<file path="config.mk">
export PLATFORM = sky130hd
export DESIGN_NAME = tcp_ipv4_header_synth
export DESIGN_NICKNAME = d
export VERILOG_FILES = /design/src/tcphs_pkg.sv /design/src/tcp_ipv4_header_synth.sv /design/src/tcphs_accum.sv /design/src/tcphs_emit.sv
export SDC_FILE = /design/constraint.sdc
export NUM_CORES = 1
export LEC_CHECK = 0
export ABC_AREA = 1
export BUFFER_PORTS_ARGS = -buffer_cell sky130_fd_sc_hd__buf_2
export CORE_MARGIN = 2
export CORE_UTILIZATION = 45
export DETAILED_ROUTE_END_ITERATION = 10
export SLEW_MARGIN = 20
export SYNTH_ARGS = -nofsm -noshare
export SYNTH_HDL_FRONTEND = slang
export SYNTH_SLANG_ARGS = --single-unit
</file>
<file path="constraint.sdc">
create_clock -name aclk -period 22.1 [get_ports aclk]
set_input_delay 3.315 -clock aclk [delete_from_list [all_inputs] [get_ports aclk]]
set_output_delay 3.315 -clock aclk [all_outputs]
set_load 0.01 [all_outputs]
</file>
<file path="src/tcphs_pkg.sv">
package tcphs_pkg;

    localparam int unsigned CFG_IDX_W = 3;
    localparam int unsigned CFG_DATA_W = 32;

    localparam logic [CFG_IDX_W-1:0] CFG_CLIENT_ADDR = 3'd0;
    localparam logic [CFG_IDX_W-1:0] CFG_TARGET_ADDR = 3'd1;
    localparam logic [CFG_IDX_W-1:0] CFG_CLIENT_PORT = 3'd2;
    localparam logic [CFG_IDX_W-1:0] CFG_TARGET_PORT = 3'd3;
    localparam logic [CFG_IDX_W-1:0] CFG_INITIAL_SEQ = 3'd4;

    localparam logic [16:0] MAX_PAYLOAD = 17'd65495;

    localparam logic [7:0]  IP_VER_IHL  = 8'h45;
    localparam logic [7:0]  IP_TTL      = 8'd64;
    localparam logic [7:0]  IP_PROTO    = 8'd6;
    localparam logic [16:0] IP_HDR_LEN  = 17'd40;
    localparam logic [16:0] TCP_HDR_LEN = 17'd20;
    localparam logic [3:0]  TCP_DOFF    = 4'd5;
    localparam logic [11:0] TCP_FLAGS   = 12'h010;
    localparam logic [15:0] TCP_WINDOW  = 16'hFFFF;

    localparam logic [3:0] W_VER_LEN   = 4'd0;
    localparam logic [3:0] W_IDENT     = 4'd1;
    localparam logic [3:0] W_TTL_CSUM  = 4'd2;
    localparam logic [3:0] W_SRC_ADDR  = 4'd3;
    localparam logic [3:0] W_DST_ADDR  = 4'd4;
    localparam logic [3:0] W_PORTS     = 4'd5;
    localparam logic [3:0] W_SEQ       = 4'd6;
    localparam logic [3:0] W_ACK       = 4'd7;
    localparam logic [3:0] W_FLAGS_WIN = 4'd8;
    localparam logic [3:0] W_CSUM_URG  = 4'd9;

    typedef struct packed {
        logic [7:0] payload_byte;
        logic       byte_valid;
        logic       end_of_segment;
        logic       from_target;
    } in_beat_t;

    typedef struct packed {
        logic [31:0] header_word;
        logic [3:0]  word_index;
        logic        last_word;
        logic        oversize;
    } out_beat_t;

    typedef struct packed {
        logic [31:0] src;
        logic [31:0] dst;
        logic [15:0] sport;
        logic [15:0] dport;
        logic [31:0] seq;
        logic [31:0] ack;
        logic [15:0] ident;
        logic [16:0] count;
        logic [15:0] sum;
        logic        too_long;
    } hdr_snap_t;

    // ones' complement fold with end-around carry
    function automatic logic [15:0] fold_sum(input logic [19:0] s);
        logic [16:0] t;
        t = {1'b0, s[15:0]} + {13'b0, s[19:16]};
        t = {1'b0, t[15:0]} + {16'b0, t[16]};
        return t[15:0];
    endfunction

endpackage

</file>
<file path="src/tcp_ipv4_header_synth.sv">
// IPv4 + TCP header generator for a byte-stream payload.
// Input channel (s_valid/s_ready/s_data): one payload beat per cycle while
// s_ready is high, with byte_valid, end_of_segment and the sender side.
// Bytes sum on arrival; an end beat snapshots the segment for the emitter.
// Output channel (m_valid/m_ready/m_data): ten 32-bit header words per
// segment, IP header first, word_index 0..9, last_word on word 9.
// Header path: end beat to input register, snapshot to header register,
// first word to output register; then one per cycle while m_ready is high.
// Throughput: one input beat per cycle, set by the input register; payload
// beats of the next segment are taken while a header is still going out.
// An end beat waits in the input register until the header emitter is free,
// so the next end beat holds s_ready low while a header is going out.
// A stalled receiver holds the output register, then the emitter, then the
// input register; nothing is dropped.
// Configuration (cfg_we/cfg_index/cfg_wdata): user writes while idle;
// the block does not enforce it; initial_seq reloads both sequences.
// Reset (aresetn low, synchronous): state registers clear to zero, the
// target sequence to all ones; data is not reset; both channels go empty.
module tcp_ipv4_header_synth
    import tcphs_pkg::*;
(
    input  logic                  aclk,
    input  logic                  aresetn,
    input  logic                  cfg_we,
    input  logic [CFG_IDX_W-1:0]  cfg_index,
    input  logic [CFG_DATA_W-1:0] cfg_wdata,
    input  logic                  s_valid,
    output logic                  s_ready,
    input  in_beat_t              s_data,
    output logic                  m_valid,
    input  logic                  m_ready,
    output out_beat_t             m_data
);

    logic      snap_valid;
    logic      snap_ready;
    hdr_snap_t snap;

    tcphs_accum u_accum (
        .aclk       (aclk),
        .aresetn    (aresetn),
        .cfg_we     (cfg_we),
        .cfg_index  (cfg_index),
        .cfg_wdata  (cfg_wdata),
        .s_valid    (s_valid),
        .s_ready    (s_ready),
        .s_data     (s_data),
        .snap_valid (snap_valid),
        .snap_ready (snap_ready),
        .snap       (snap)
    );

    tcphs_emit u_emit (
        .aclk       (aclk),
        .aresetn    (aresetn),
        .snap_valid (snap_valid),
        .snap_ready (snap_ready),
        .snap       (snap),
        .m_valid    (m_valid),
        .m_ready    (m_ready),
        .m_data     (m_data)
    );

endmodule

</file>
<file path="src/tcphs_accum.sv">
module tcphs_accum
    import tcphs_pkg::*;
(
    input  logic                  aclk,
    input  logic                  aresetn,
    input  logic                  cfg_we,
    input  logic [CFG_IDX_W-1:0]  cfg_index,
    input  logic [CFG_DATA_W-1:0] cfg_wdata,
    input  logic                  s_valid,
    output logic                  s_ready,
    input  in_beat_t              s_data,
    output logic                  snap_valid,
    input  logic                  snap_ready,
    output hdr_snap_t             snap
);

    logic        in_valid_reg;
    in_beat_t    in_data_reg;
    logic [31:0] client_addr_reg, target_addr_reg;
    logic [15:0] client_port_reg, target_port_reg;
    logic [31:0] client_seq_reg, target_seq_reg;
    logic [15:0] ident_reg;
    logic [15:0] sum_reg, sum_next;
    logic [16:0] count_reg, count_next;
    logic        too_long_reg, too_long_next;
    logic [15:0] byte_word;
    logic        is_end;
    logic        consume;

    assign is_end     = in_data_reg.end_of_segment;
    assign consume    = in_valid_reg && (!is_end || snap_ready);
    assign s_ready    = !in_valid_reg || consume;
    assign snap_valid = in_valid_reg && is_end;

    // even byte positions are the high half of a 16-bit word
    assign byte_word = count_reg[0] ? {8'h00, in_data_reg.payload_byte}
                                    : {in_data_reg.payload_byte, 8'h00};

    always_comb begin
        sum_next      = sum_reg;
        count_next    = count_reg;
        too_long_next = too_long_reg;
        if (in_data_reg.byte_valid) begin
            sum_next   = fold_sum({4'b0, sum_reg} + {4'b0, byte_word});
            count_next = count_reg + 17'd1;
            if (count_reg == MAX_PAYLOAD) begin
                too_long_next = 1'b1;
            end
        end
    end

    always_comb begin
        snap.count    = count_next;
        snap.sum      = sum_next;
        snap.too_long = too_long_next;
        snap.ident    = ident_reg;
        if (in_data_reg.from_target) begin
            snap.src   = target_addr_reg;
            snap.dst   = client_addr_reg;
            snap.sport = target_port_reg;
            snap.dport = client_port_reg;
            snap.seq   = target_seq_reg;
            snap.ack   = client_seq_reg;
        end else begin
            snap.src   = client_addr_reg;
            snap.dst   = target_addr_reg;
            snap.sport = client_port_reg;
            snap.dport = target_port_reg;
            snap.seq   = client_seq_reg;
            snap.ack   = target_seq_reg;
        end
    end

    always_ff @(posedge aclk) begin
        if (s_valid && s_ready) begin
            in_data_reg <= s_data;
        end
    end

    always_ff @(posedge aclk) begin
        if (!aresetn) begin
            in_valid_reg    <= 1'b0;
            client_addr_reg <= '0;
            target_addr_reg <= '0;
            client_port_reg <= '0;
            target_port_reg <= '0;
            client_seq_reg  <= '0;
            target_seq_reg  <= '1;
            ident_reg       <= '0;
            sum_reg         <= '0;
            count_reg       <= '0;
            too_long_reg    <= 1'b0;
        end else begin
            if (s_valid && s_ready) begin
                in_valid_reg <= 1'b1;
            end else if (consume) begin
                in_valid_reg <= 1'b0;
            end

            if (consume) begin
                if (is_end) begin
                    // advance the sender, clear the segment totals
                    if (in_data_reg.from_target) begin
                        target_seq_reg <= target_seq_reg + {15'b0, count_next};
                    end else begin
                        client_seq_reg <= client_seq_reg + {15'b0, count_next};
                    end
                    ident_reg    <= ident_reg + 16'd1;
                    sum_reg      <= '0;
                    count_reg    <= '0;
                    too_long_reg <= 1'b0;
                end else begin
                    sum_reg      <= sum_next;
                    count_reg    <= count_next;
                    too_long_reg <= too_long_next;
                end
            end

            if (cfg_we) begin
                case (cfg_index)
                    CFG_CLIENT_ADDR: client_addr_reg <= cfg_wdata;
                    CFG_TARGET_ADDR: target_addr_reg <= cfg_wdata;
                    CFG_CLIENT_PORT: client_port_reg <= cfg_wdata[15:0];
                    CFG_TARGET_PORT: target_port_reg <= cfg_wdata[15:0];
                    CFG_INITIAL_SEQ: begin
                        client_seq_reg <= cfg_wdata;
                        target_seq_reg <= ~cfg_wdata;
                    end
                    default: ;
                endcase
            end
        end
    end

endmodule

</file>
<file path="src/tcphs_emit.sv">
module tcphs_emit
    import tcphs_pkg::*;
(
    input  logic      aclk,
    input  logic      aresetn,
    input  logic      snap_valid,
    output logic      snap_ready,
    input  hdr_snap_t snap,
    output logic      m_valid,
    input  logic      m_ready,
    output out_beat_t m_data
);

    logic        hdr_valid_reg;
    hdr_snap_t   hdr_reg;
    logic [3:0]  idx_reg;
    logic        m_valid_reg;
    out_beat_t   m_data_reg;
    logic        load;
    logic        pop;
    logic        last;
    logic [15:0] tot_len, tcp_len;
    logic [16:0] tot_len_w, tcp_len_w;
    logic [15:0] ip_csum, tcp_csum;
    logic [19:0] ip_acc, tcp_acc;
    logic [31:0] word;

    assign load       = !m_valid_reg || m_ready;
    assign pop        = hdr_valid_reg && load;
    assign last       = (idx_reg == W_CSUM_URG);
    assign snap_ready = !hdr_valid_reg || (pop && last);

    assign tot_len_w = hdr_reg.count + IP_HDR_LEN;
    assign tcp_len_w = hdr_reg.count + TCP_HDR_LEN;
    assign tot_len   = tot_len_w[15:0];
    assign tcp_len   = tcp_len_w[15:0];

    always_comb begin
        ip_acc = {4'b0, IP_VER_IHL, 8'h00} + {4'b0, tot_len} + {4'b0, hdr_reg.ident}
               + {4'b0, IP_TTL, IP_PROTO}
               + {4'b0, hdr_reg.src[31:16]} + {4'b0, hdr_reg.src[15:0]}
               + {4'b0, hdr_reg.dst[31:16]} + {4'b0, hdr_reg.dst[15:0]};
        ip_csum = ~fold_sum(ip_acc);

        // pseudo-header, TCP header and padded payload sum
        tcp_acc = {4'b0, hdr_reg.sum} + {4'b0, hdr_reg.sport} + {4'b0, hdr_reg.dport}
                + {4'b0, hdr_reg.seq[31:16]} + {4'b0, hdr_reg.seq[15:0]}
                + {4'b0, hdr_reg.ack[31:16]} + {4'b0, hdr_reg.ack[15:0]}
                + {4'b0, TCP_DOFF, TCP_FLAGS} + {4'b0, TCP_WINDOW}
                + {4'b0, hdr_reg.src[31:16]} + {4'b0, hdr_reg.src[15:0]}
                + {4'b0, hdr_reg.dst[31:16]} + {4'b0, hdr_reg.dst[15:0]}
                + {12'b0, IP_PROTO} + {4'b0, tcp_len};
        tcp_csum = ~fold_sum(tcp_acc);
    end

    always_comb begin
        case (idx_reg)
            W_VER_LEN:   word = {IP_VER_IHL, 8'h00, tot_len};
            W_IDENT:     word = {hdr_reg.ident, 16'h0000};
            W_TTL_CSUM:  word = {IP_TTL, IP_PROTO, ip_csum};
            W_SRC_ADDR:  word = hdr_reg.src;
            W_DST_ADDR:  word = hdr_reg.dst;
            W_PORTS:     word = {hdr_reg.sport, hdr_reg.dport};
            W_SEQ:       word = hdr_reg.seq;
            W_ACK:       word = hdr_reg.ack;
            W_FLAGS_WIN: word = {TCP_DOFF, TCP_FLAGS, TCP_WINDOW};
            W_CSUM_URG:  word = {tcp_csum, 16'h0000};
            default:     word = '0;
        endcase
    end

    always_ff @(posedge aclk) begin
        if (snap_valid && snap_ready) begin
            hdr_reg <= snap;
        end
        if (pop) begin
            m_data_reg.header_word <= word;
            m_data_reg.word_index  <= idx_reg;
            m_data_reg.last_word   <= last;
            m_data_reg.oversize    <= hdr_reg.too_long;
        end
    end

    always_ff @(posedge aclk) begin
        if (!aresetn) begin
            hdr_valid_reg <= 1'b0;
            idx_reg       <= W_VER_LEN;
            m_valid_reg   <= 1'b0;
        end else begin
            if (snap_valid && snap_ready) begin
                hdr_valid_reg <= 1'b1;
                idx_reg       <= W_VER_LEN;
            end else if (pop && last) begin
                hdr_valid_reg <= 1'b0;
            end else if (pop) begin
                idx_reg <= idx_reg + 4'd1;
            end

            if (pop) begin
                m_valid_reg <= 1'b1;
            end else if (m_ready) begin
                m_valid_reg <= 1'b0;
            end
        end
    end

    assign m_valid = m_valid_reg;
    assign m_data  = m_data_reg;

endmodule

</file>
# After elaboration in Yosys (flattened, before gate mapping)
# Index checks and enable logic that the tools add are counted.
# totals
register_bits	475
# classes
bitwise	5
reduce_logical	26
n_addsub	35
eq_ne	14
n_mux	26
# ops
cell	n
$mux 32	10
$pmux 32 s10	1
$add 20x16->20	15
$mux 160	1
$add 32x17->32	2
$add 16x4->17	3
$add 16x1->16	3
$mux 16	3
$add 20x15->20 const B	2
$add 16x16->17	2
$mux 17	2
$not 16->16	2
$not 32->32	1
$add 20x16->20 const B	1
$add 20x3->20 const B	1
$add 15x16->17 const A	1
$add 17x1->17 const B	1
$eq 17x16->1 const B	1
$add 16x1->16 const B	1
$add 16x5->16 const B	1
$add 16x6->16 const B	1
$eq 4x3->1 const B	4
$reduce_and 2->1	6
$mux 1	9
15 further kinds	32

# Longest topological paths before layout
# Gate-level depths: netlist of the first run.
# logic_depth
depth_word	18
mapped_depth	57
ltp_nobuf	57

# Cells and area by module
# A second synthesis of the first run with hierarchy kept.
# hier_totals
cells_unflattened	4237
hier_area_um2	34080.2
# modules_own_cells
module	n_inst	cells_per_inst	area_each_um2	seq_area_each_um2
tcphs_emit	1	1933	19441.1	7537.2
tcphs_accum	1	2304	14639.0	4554.4

# Least setup slack after synthesis of the first run
# Ideal clock, no wire load.
# synth_path
kind	register to register
startpoint	register u_emit.hdr_reg[130] in the netlist's numbering
endpoint	register u_emit.m_data_reg (netlist bit u_emit.m_data[37]) (data pin)
arrival_time_ns	8.676
path_stages_with_launch	52
slack_ns	13.164
t_required_ns	21.840
setup_ns	0.260
path_cell_list	edfxtp_1 -> ha_1 -> fa_1 -> a31oi_1 -> o21ai_0 -> a21oi_1 -> o21ai_0 -> a21oi_1 -> o21bai_1 -> xor2_1 -> fa_1 -> inv_1 -> fa_1 -> fa_1 -> fa_1 -> fa_1 -> inv_1 -> ha_1 -> (+16 left out) -> nor2_2 -> nand3_1 -> nor2_1 -> nand3_1 -> nor4_1 -> ha_1 -> nand3_1 -> nor2_1 -> nand3_1 -> nor3_1 -> and2_1 -> nand2_1 -> nor2_1 -> nand2_1 -> nor2_2 -> nand3b_1 -> nand3_1 -> nand2_1
# synth_via
elab_chain_len	18
# synth_rtl
element	line_no	source
start, declared	tcphs_emit.sv:15	hdr_snap_t hdr_reg;
start signal, assigned	tcphs_emit.sv:74	hdr_reg <= snap;
$add 16x16->17	tcphs_emit.sv:46	tcp_acc = {4'b0, hdr_reg.sum} + {4'b0, hdr_reg.sport} + {4'b0, hdr_reg.dport}
$add 20x16->20	tcphs_emit.sv:46	
$add 20x16->20 (2 in series)	tcphs_emit.sv:47	+ {4'b0, hdr_reg.seq[31:16]} + {4'b0, hdr_reg.seq[15:0]}
$add 20x16->20 (2 in series)	tcphs_emit.sv:48	+ {4'b0, hdr_reg.ack[31:16]} + {4'b0, hdr_reg.ack[15:0]}
$add 20x15->20	tcphs_emit.sv:49	+ {4'b0, TCP_DOFF, TCP_FLAGS} + {4'b0, TCP_WINDOW}
$add 20x16->20	tcphs_emit.sv:49	
$add 20x16->20 (2 in series)	tcphs_emit.sv:50	+ {4'b0, hdr_reg.src[31:16]} + {4'b0, hdr_reg.src[15:0]}
$add 20x16->20 (2 in series)	tcphs_emit.sv:51	+ {4'b0, hdr_reg.dst[31:16]} + {4'b0, hdr_reg.dst[15:0]}
$add 20x3->20	tcphs_emit.sv:52	+ {12'b0, IP_PROTO} + {4'b0, tcp_len};
$add 20x16->20	tcphs_emit.sv:52	
$add 16x4->17	tcphs_pkg.sv:64	t = {1'b0, s[15:0]} + {13'b0, s[19:16]};
$add 16x1->16	tcphs_pkg.sv:65	t = {1'b0, t[15:0]} + {16'b0, t[16]};
$not 16->16	tcphs_emit.sv:53	tcp_csum = ~fold_sum(tcp_acc);
$pmux 32 s10	tcphs_emit.sv:57	case (idx_reg)
net u_emit.word[31]	tcphs_emit.sv:26	logic [31:0] word;
end, declared	tcphs_emit.sv:18	out_beat_t m_data_reg;
# The timed path passes the listed nets, and every way through them passes these cells.
# A chain may end at the register's enable or synchronous reset.

# Worst setup path after layout of the first run
# layout_path
startpoint	register u_emit.hdr_reg[130] in the netlist's numbering
endpoint	register u_emit.m_data_reg (netlist bit u_emit.m_data[31]) (data pin)
# Same word-level chain as after synthesis.

==> run metrics, run 1 <==
Yosys cell types 64; RSZ-0062 raised after global routing false; cell area after synthesis 33250 um^2; cell taking the most area after synthesis edfxtp_1; Final Max Slew Viols 0; Final Cell Area 36580 um^2; failing checks DRC; CP Data Required Time 22.38 ns; Async S/R FF share, synth 0%; Worst slew margin 17.45%; final global-route overflow total 0; Final Skew 0.05232 ns; wirelength, routed 118200 um; Critical Path End Type flop; max reg flops 209; P&R area growth vs syn 9.997%; number of buffers created by CTS 54; Tcrit/Tclk final 49.36%; NetSw 2.591 mW; antenna violations before repair 5; Cell Pwr Density 143.7 nW/um^2; Reg2Reg Setup Slack 11.19 ns; clock slew at reported path FFs 0.06 ns; gpl congestion 1.016; vias post-DR 27796; count leader, synth nand2_1; H-Tree Depth 2; largest net degree at the start of global routing 90; Synth top area share 23.30%; setup ws final 11.19 ns; final setup vio count 0; maximum vdd ir drop 145.8 uV; reg-to-reg endpoint u_emit.m_data[31]$_DFFE_PP_; Setup Total Neg Slack 0 ns; row count 99; CP max FO 5; I/O Pins 91; sequential area share after synthesis 36.36%; Leak 15.94 nW; Yosys reg bits 475; Hold Crit Class flop to flop; Arrival @ worst endpoint 11.19 ns; syn nets 4440; first-pass GRT wire length 172200 um; main area contributors after synthesis edfxtp_1, dfxtp_1, fa_1, nand2_1, inv_1; worst skew pair latency 0.67 ns; post-route DRC violation count 7; max cap viols 0; hpwl dp 94440 um; All-Layer GR Usage 31.11%; post_cts resized 0; total setup buffers inserted after CTS 0; Clock power frac 17.8%; Warnings, synthesis 0; vias per cell 5.482; CTS hold repair buffers 0; CORE AREA 73080 um^2; die height 275.8 um; Synth Flop Type edfxtp_1; CTS Root Cell clkbuf_16; endpoints failing hold 0; sequential power share 19.1%; Sequential cell area 12090 um^2; Worst Setup Start Kind flop; syn avg cell area 8.293 um^2; final net count 4495; TritonCTS clock tree done; minimum clock period 10.91 ns; Syn Inst Count 4010; clock sink total 475; Initial Utilization 45.50%; Cells on Worst Hold Path 0; buffer depth of the longest clock path 3; Comb power frac 63.1%; hold endpoint u_emit.m_data[0]$_DFFE_PP_; die area 76090 um^2; layout cell share with drive strength beyond 1 7.565%; critical path class flop to flop; Finished Layout Cells 5070; DRT iter0 DRCs 2760; Initial DRT Pass Iterations 9; Post-synth top cells nand2_1, inv_1, o21ai_0; worst slew pin tran 1.219 ns; IO buf count 90; post-placement cell count 4968; hold path start u_emit.hdr_reg[0]$_DFFE_PP_; Pwr Total 5.255 mW; Routed WL per cell 23.31 um; area of the multi-input gates 18370 um^2; antenna-violating nets left 0; Reg2Reg Depth 47; status complete, but fails checks; max incr delay on CP 0.52 ns; number of global-route vias before repair 26278; crit-path leading delay family adder cells; EDFF count, synth 258; Fillers 7144; slowest CP cell fa_1; Buf/Inv on CP 3; die width 275.8 um; reg2reg start u_emit.hdr_reg[130]$_DFFE_PP_; DP Area 34710 um^2; Place WS 11.29 ns; switching portion of total power 49.30%; antenna cells 0; FMAX 91.67 MHz; Power Internal 2.665 mW
-- layer usage --
layer / GRT usage [%] / routed length [um] / vias up
li1: - / - / 13296
met1: 43.10 / 51330 / 13215
met2: 48.34 / 51870 / 1080
met3: 6.385 / 10290 / 197
met4: 10.94 / 4639 / 8
met5: 0 / 48 / -
-- final cells by class --
class,count,share of cell area (%)
tap,959,3.280
multi-input combinational,2785,50.23
clock inverter,24,0.8244
clock buffer,78,4.269
inverter,628,6.468
timing repair buffer,121,1.874
sequential,475,33.06
-- kinds of logic after synthesis --
kind of cell,synth area share (%)
buf+inv,8.507
fa+ha+maj,18.96
simple gates,18.31
compound gates,13.88
flops,36.36
xor+xnor,3.984
-- power by group through the flow --
stage	logic [mW]	registers, mW	clock network [mW]
6_report	3.32	1.00	0.937
5_1_grt	3.71	1.00	0.980
4_1_cts	3.29	1.00	0.948
3_5_place_dp	3.28	1.02	0
3_3_place_gp	3.31	1.02	0
2_1_floorplan	2.45	1.00	0
-- how the worst max path moves through the flow --
stage / endpoint / slack (ns) / depth (start not counted) / startpoint
2_1_floorplan: u_emit.m_data[37]$_DFFE_PP_ / 13.16 / 51 / u_emit.hdr_reg[130]$_DFFE_PP_
3_3_place_gp: u_emit.m_data[34]$_DFFE_PP_ / 11.45 / 53 / u_emit.hdr_reg[130]$_DFFE_PP_
3_5_place_dp: u_emit.m_data[34]$_DFFE_PP_ / 11.29 / 53 / u_emit.hdr_reg[130]$_DFFE_PP_
4_1_cts: u_emit.m_data[31]$_DFFE_PP_ / 11.24 / 47 / u_emit.hdr_reg[130]$_DFFE_PP_
5_1_grt: u_emit.m_data[31]$_DFFE_PP_ / 10.45 / 47 / u_emit.hdr_reg[130]$_DFFE_PP_
6_report: u_emit.m_data[31]$_DFFE_PP_ / 11.19 / 47 / u_emit.hdr_reg[130]$_DFFE_PP_
-- metrics by stage --
stage | utilization [%] | hold WS, ns
after floorplan | - | 0.4003
after global placement | 47.50 | 0.4018
after detailed placement | 47.50 | 0.4119
after CTS | 50.05 | 0.4278
after global routing | 50.05 | 0.4414
final | 50.05 | 0.4238
-- cells in the final DEF, fill, tap and decap left out, drive strengths merged, types with 8 or more instances in the layout --
cell type and n:
a211oi 9, a21o 10, a21oi 255, a221oi 33, a22o 14, a31oi 8
buf 121, clkbuf 78, clkinv 22, dfxtp 217, edfxtp 258, fa 208
ha 171, inv 625, nand2 816, nand3 172, nand4 46, nor2 318
nor3 46, nor4 10, o2111ai 11, o211ai 16, o21ai 421, o21bai 17
o221ai 8, or2 14, xnor2 34, xor2 107
Power figures use the tool's default switching activity.
==> run 2, diff against run 1 <==
--- a/config.mk
+++ b/config.mk
@@ -5,7 +5,7 @@
 export SDC_FILE = /design/constraint.sdc
 export NUM_CORES = 1
 export LEC_CHECK = 0
-export ABC_AREA = 1
+export ABC_AREA = 0
 export BUFFER_PORTS_ARGS = -buffer_cell sky130_fd_sc_hd__buf_2
 export CORE_MARGIN = 2
 export CORE_UTILIZATION = 45
==> constraint.sdc (replaced) <==
create_clock -name aclk -period 10.8 [get_ports aclk]
set_input_delay 1.62 -clock aclk [delete_from_list [all_inputs] [get_ports aclk]]
set_output_delay 1.62 -clock aclk [all_outputs]
set_load 0.01 [all_outputs]
==> run 2 against run 1 <==
  * The run now ends clean
  * Synthesized cell count is 19% lower
  * Clock skew is 0.011 ns higher
  * Sequential power is 100% higher
  * Worst hold slack better by 0.015 ns
  * Final cell count is 15% lower
  * Non-clock buffer count is 5 higher
  * Setup slack worse by 11 ns
  * Critical endpoint unchanged
  * Largest cell class unchanged
==> run metrics, run 2 <==
clock slew at reported path FFs 0.07 ns (about the same); Hold Crit Class flop to flop; metal3 WL 9078 um (-12%); largest net degree at the start of global routing 150 (+67%); IO buf count 90 (unchanged); P&R area growth vs syn 10.03% (about the same); Finished Layout Cells 4287 (-15%); wirelength, routed 106900 um (-9.6%); area of the multi-input gates 19070 um^2 (+3.8%); antenna-violating nets left 0 (unchanged); row count 98 (-1.0%); I/O Pins 91 (unchanged); critical path class flop to flop; Initial Utilization 45.60% (+0.098 points); H-Tree Depth 2 (unchanged); Syn Inst Count 3256 (-19%); reg-to-reg endpoint u_emit.m_data[31]$_DFFE_PP_; FMAX 98.49 MHz (+7.4%); Yosys reg bits 475 (unchanged); cell area after synthesis 32710 um^2 (-1.6%); TritonCTS clock tree done; Yosys cell types 92 (+44%); CP Data Required Time 11.07 ns (-11.31 ns); slowest CP cell a2111oi_1; Sequential cell area 12090 um^2 (unchanged); Initial DRT Pass Iterations 6 (-3); die area 74860 um^2 (-1.6%); most common cell after layout, fill and taps aside nand2_1; crit-path leading delay family adder cells; Worst Setup Start Kind flop; Fillers 6559 (-8.2%); worst skew pair latency 0.64 ns (-0.03 ns); final setup vio count 0 (unchanged); worst slew pin tran 1.105 ns (-0.1142 ns); Routed WL per cell 24.93 um (+6.9%); die width 273.6 um (-0.81%); Final Max Slew Viols 0 (unchanged); reg2reg start u_emit.hdr_reg[130]$_DFFE_PP_; die height 273.6 um (-0.81%); met2 WL 46120 um (-11%); Tcrit/Tclk final 94.01% (+45 points); CTS hold repair buffers 0 (unchanged); count leader, synth nand2_1; status finished, final reports clean; syn avg cell area 10.05 um^2 (+21%); clock sink total 475 (unchanged); Leak 14.22 nW (-11%); syn nets 3686 (-17%); endpoints failing hold 0 (unchanged); post-route DRC violation count 0 (-7); Reg2Reg Setup Slack 0.65 ns (-10.54 ns); Critical Path End Type flop; Reg2Reg Depth 38 (-19%); layout cell share with drive strength beyond 1 12.77% (+5.2 points); Stages on worst setup path 38 (-19%); Warnings, synthesis 0 (unchanged); Setup Total Neg Slack 0 ns (unchanged); All-Layer GR Usage 28.39% (-2.7 points); Arrival @ worst endpoint 10.42 ns (-0.77 ns); sequential area share after synthesis 36.97% (+0.61 points); Worst Setup EP u_emit.m_data[31]$_DFFE_PP_; RSZ-0062 raised after global routing false; DRT iter0 DRCs 2400 (-13%); first-pass GRT wire length 157500 um (-8.5%); Cell Pwr Density 287.1 nW/um^2 (+100%); gpl congestion 0.9266 (-8.8%); main area contributors after synthesis edfxtp_1, dfxtp_1, fa_1, ha_1, mux2_2; vias per cell 5.910 (+7.8%); post-placement cell count 4186 (-16%); top layer in use met5; Critical Path Start u_emit.hdr_reg[130]$_DFFE_PP_; Async S/R FF share, synth 0% (unchanged); number of buffers created by CTS 53 (-1.9%); most frequent cells in the layout nand2_1, inv_1, edfxtp_1, a21oi_1, dfxtp_1; antenna violations before repair 13 (+8); minimum clock period 10.15 ns (-0.7553 ns); Synth top area share 23.69% (+0.39 points); Synth Flop Type edfxtp_1; EDFF count, synth 258 (unchanged); Buf/Inv on CP 2 (-1); cell taking the most area after synthesis edfxtp_1; number of global-route vias before repair 24330 (-7.4%); hpwl dp 83950 um (-11%); Worst slew margin 26.34% (+8.9 points); Post-synth top cells nand2_1, inv_1, edfxtp_1; final global-route overflow total 0 (unchanged); CTS Root Cell clkbuf_16; max cap viols 0 (unchanged); Final Skew 0.06328 ns (+0.01096 ns); max incr delay on CP 0.54 ns (+0.02 ns); buffer depth of the longest clock path 3 (unchanged); Final Util 50.18% (+0.12 points); CP max FO 5 (unchanged); CORE AREA 71730 um^2 (-1.8%); most used cell, CP fa_1; final net count 3721 (-17%); maximum vdd ir drop 344.0 uV (+140%); DRT met1 WL 48930 um (-4.7%); max reg flops 209 (unchanged); vias post-DR 25338 (-8.8%)
-- run 2: cell types whose count changed in the layout (fill, tap and decap cells not counted), moves of 40 or more --
cell,before,now
inv_1,609,273
a21o_1,10,50
mux2_2,0,167
nand3_1,162,56
nor2_1,293,169
a22oi_1,0,59
nand2_1,803,372
o21ai_0,413,117
xnor2_1,31,150
and3_1,0,61
-- run 2: worst min path at each step --
| stage | end | startpoint | slack, ns | cells past startpoint |
|---|---|---|---|---|
| 2_1_floorplan | u_emit.m_data[0]$_DFFE_PP_ | u_emit.hdr_reg[0]$_DFFE_PP_ | 0.40 | 0 |
| 6_report | u_emit.m_data[0]$_DFFE_PP_ | u_emit.hdr_reg[0]$_DFFE_PP_ | 0.44 | 0 |
| 4_1_cts | u_emit.m_data[0]$_DFFE_PP_ | u_emit.hdr_reg[0]$_DFFE_PP_ | 0.44 | 0 |
| 5_1_grt | u_emit.m_data[0]$_DFFE_PP_ | u_emit.hdr_reg[0]$_DFFE_PP_ | 0.46 | 0 |
| 3_3_place_gp | u_emit.m_data[0]$_DFFE_PP_ | u_emit.hdr_reg[0]$_DFFE_PP_ | 0.41 | 0 |
| 3_5_place_dp | u_emit.m_data[0]$_DFFE_PP_ | u_emit.hdr_reg[0]$_DFFE_PP_ | 0.42 | 0 |
-- run 2: repair_timing --
action                                  in CTS  in global routing
endpoints found under the setup margin       0                  5
buffers inserted                             0                  0
gates resized for setup                      0                  2
-- run 2: area by class of cell --
type / instances / area share, %
multi-input combinational: 2360 / 52.98
sequential: 475 / 33.60
clock buffer: 72 / 4.231
tap: 950 / 3.303
inverter: 275 / 2.896
timing repair buffer: 126 / 2.037
clock inverter: 28 / 0.9525
antenna: 1 / 0.006953
-- run 2: cells by family after synthesis --
family,synth area share (%)
compound gates,14.42
fa+ha+maj,19.30
simple gates,12.31
mux,5.841
buf+inv,4.850
flops,36.97
xor+xnor,6.315
-- run 2: per-stage QoR --
stage | hold WS, ns | power, mW | instance area (um^2) | worst slack [ns]
after floorplan | 0.4003 | 6.781 | 32710 | 1.705
after global placement | 0.4124 | 8.249 | 34100 | 0.8030
after detailed placement | 0.4218 | 8.338 | 34110 | 0.6386
after CTS | 0.4383 | 10.29 | 35980 | 0.5472
after global routing | 0.4587 | 11.09 | 35990 | 0.02802
final | 0.4391 | 10.33 | 35990 | 0.6466
-- run 2: report_power, final --
part	internal [mW]	switching [mW]
Combinational	2.53	3.83
Sequential	1.97	0.0744
Clock	1.14	0.789
-- run 2: layer usage --
metal,vias to the layer above,global-route usage (%)
met4,6,7.348
li1,11543,-
met5,-,0
met2,943,42.17
met3,121,5.737
met1,12725,42.04
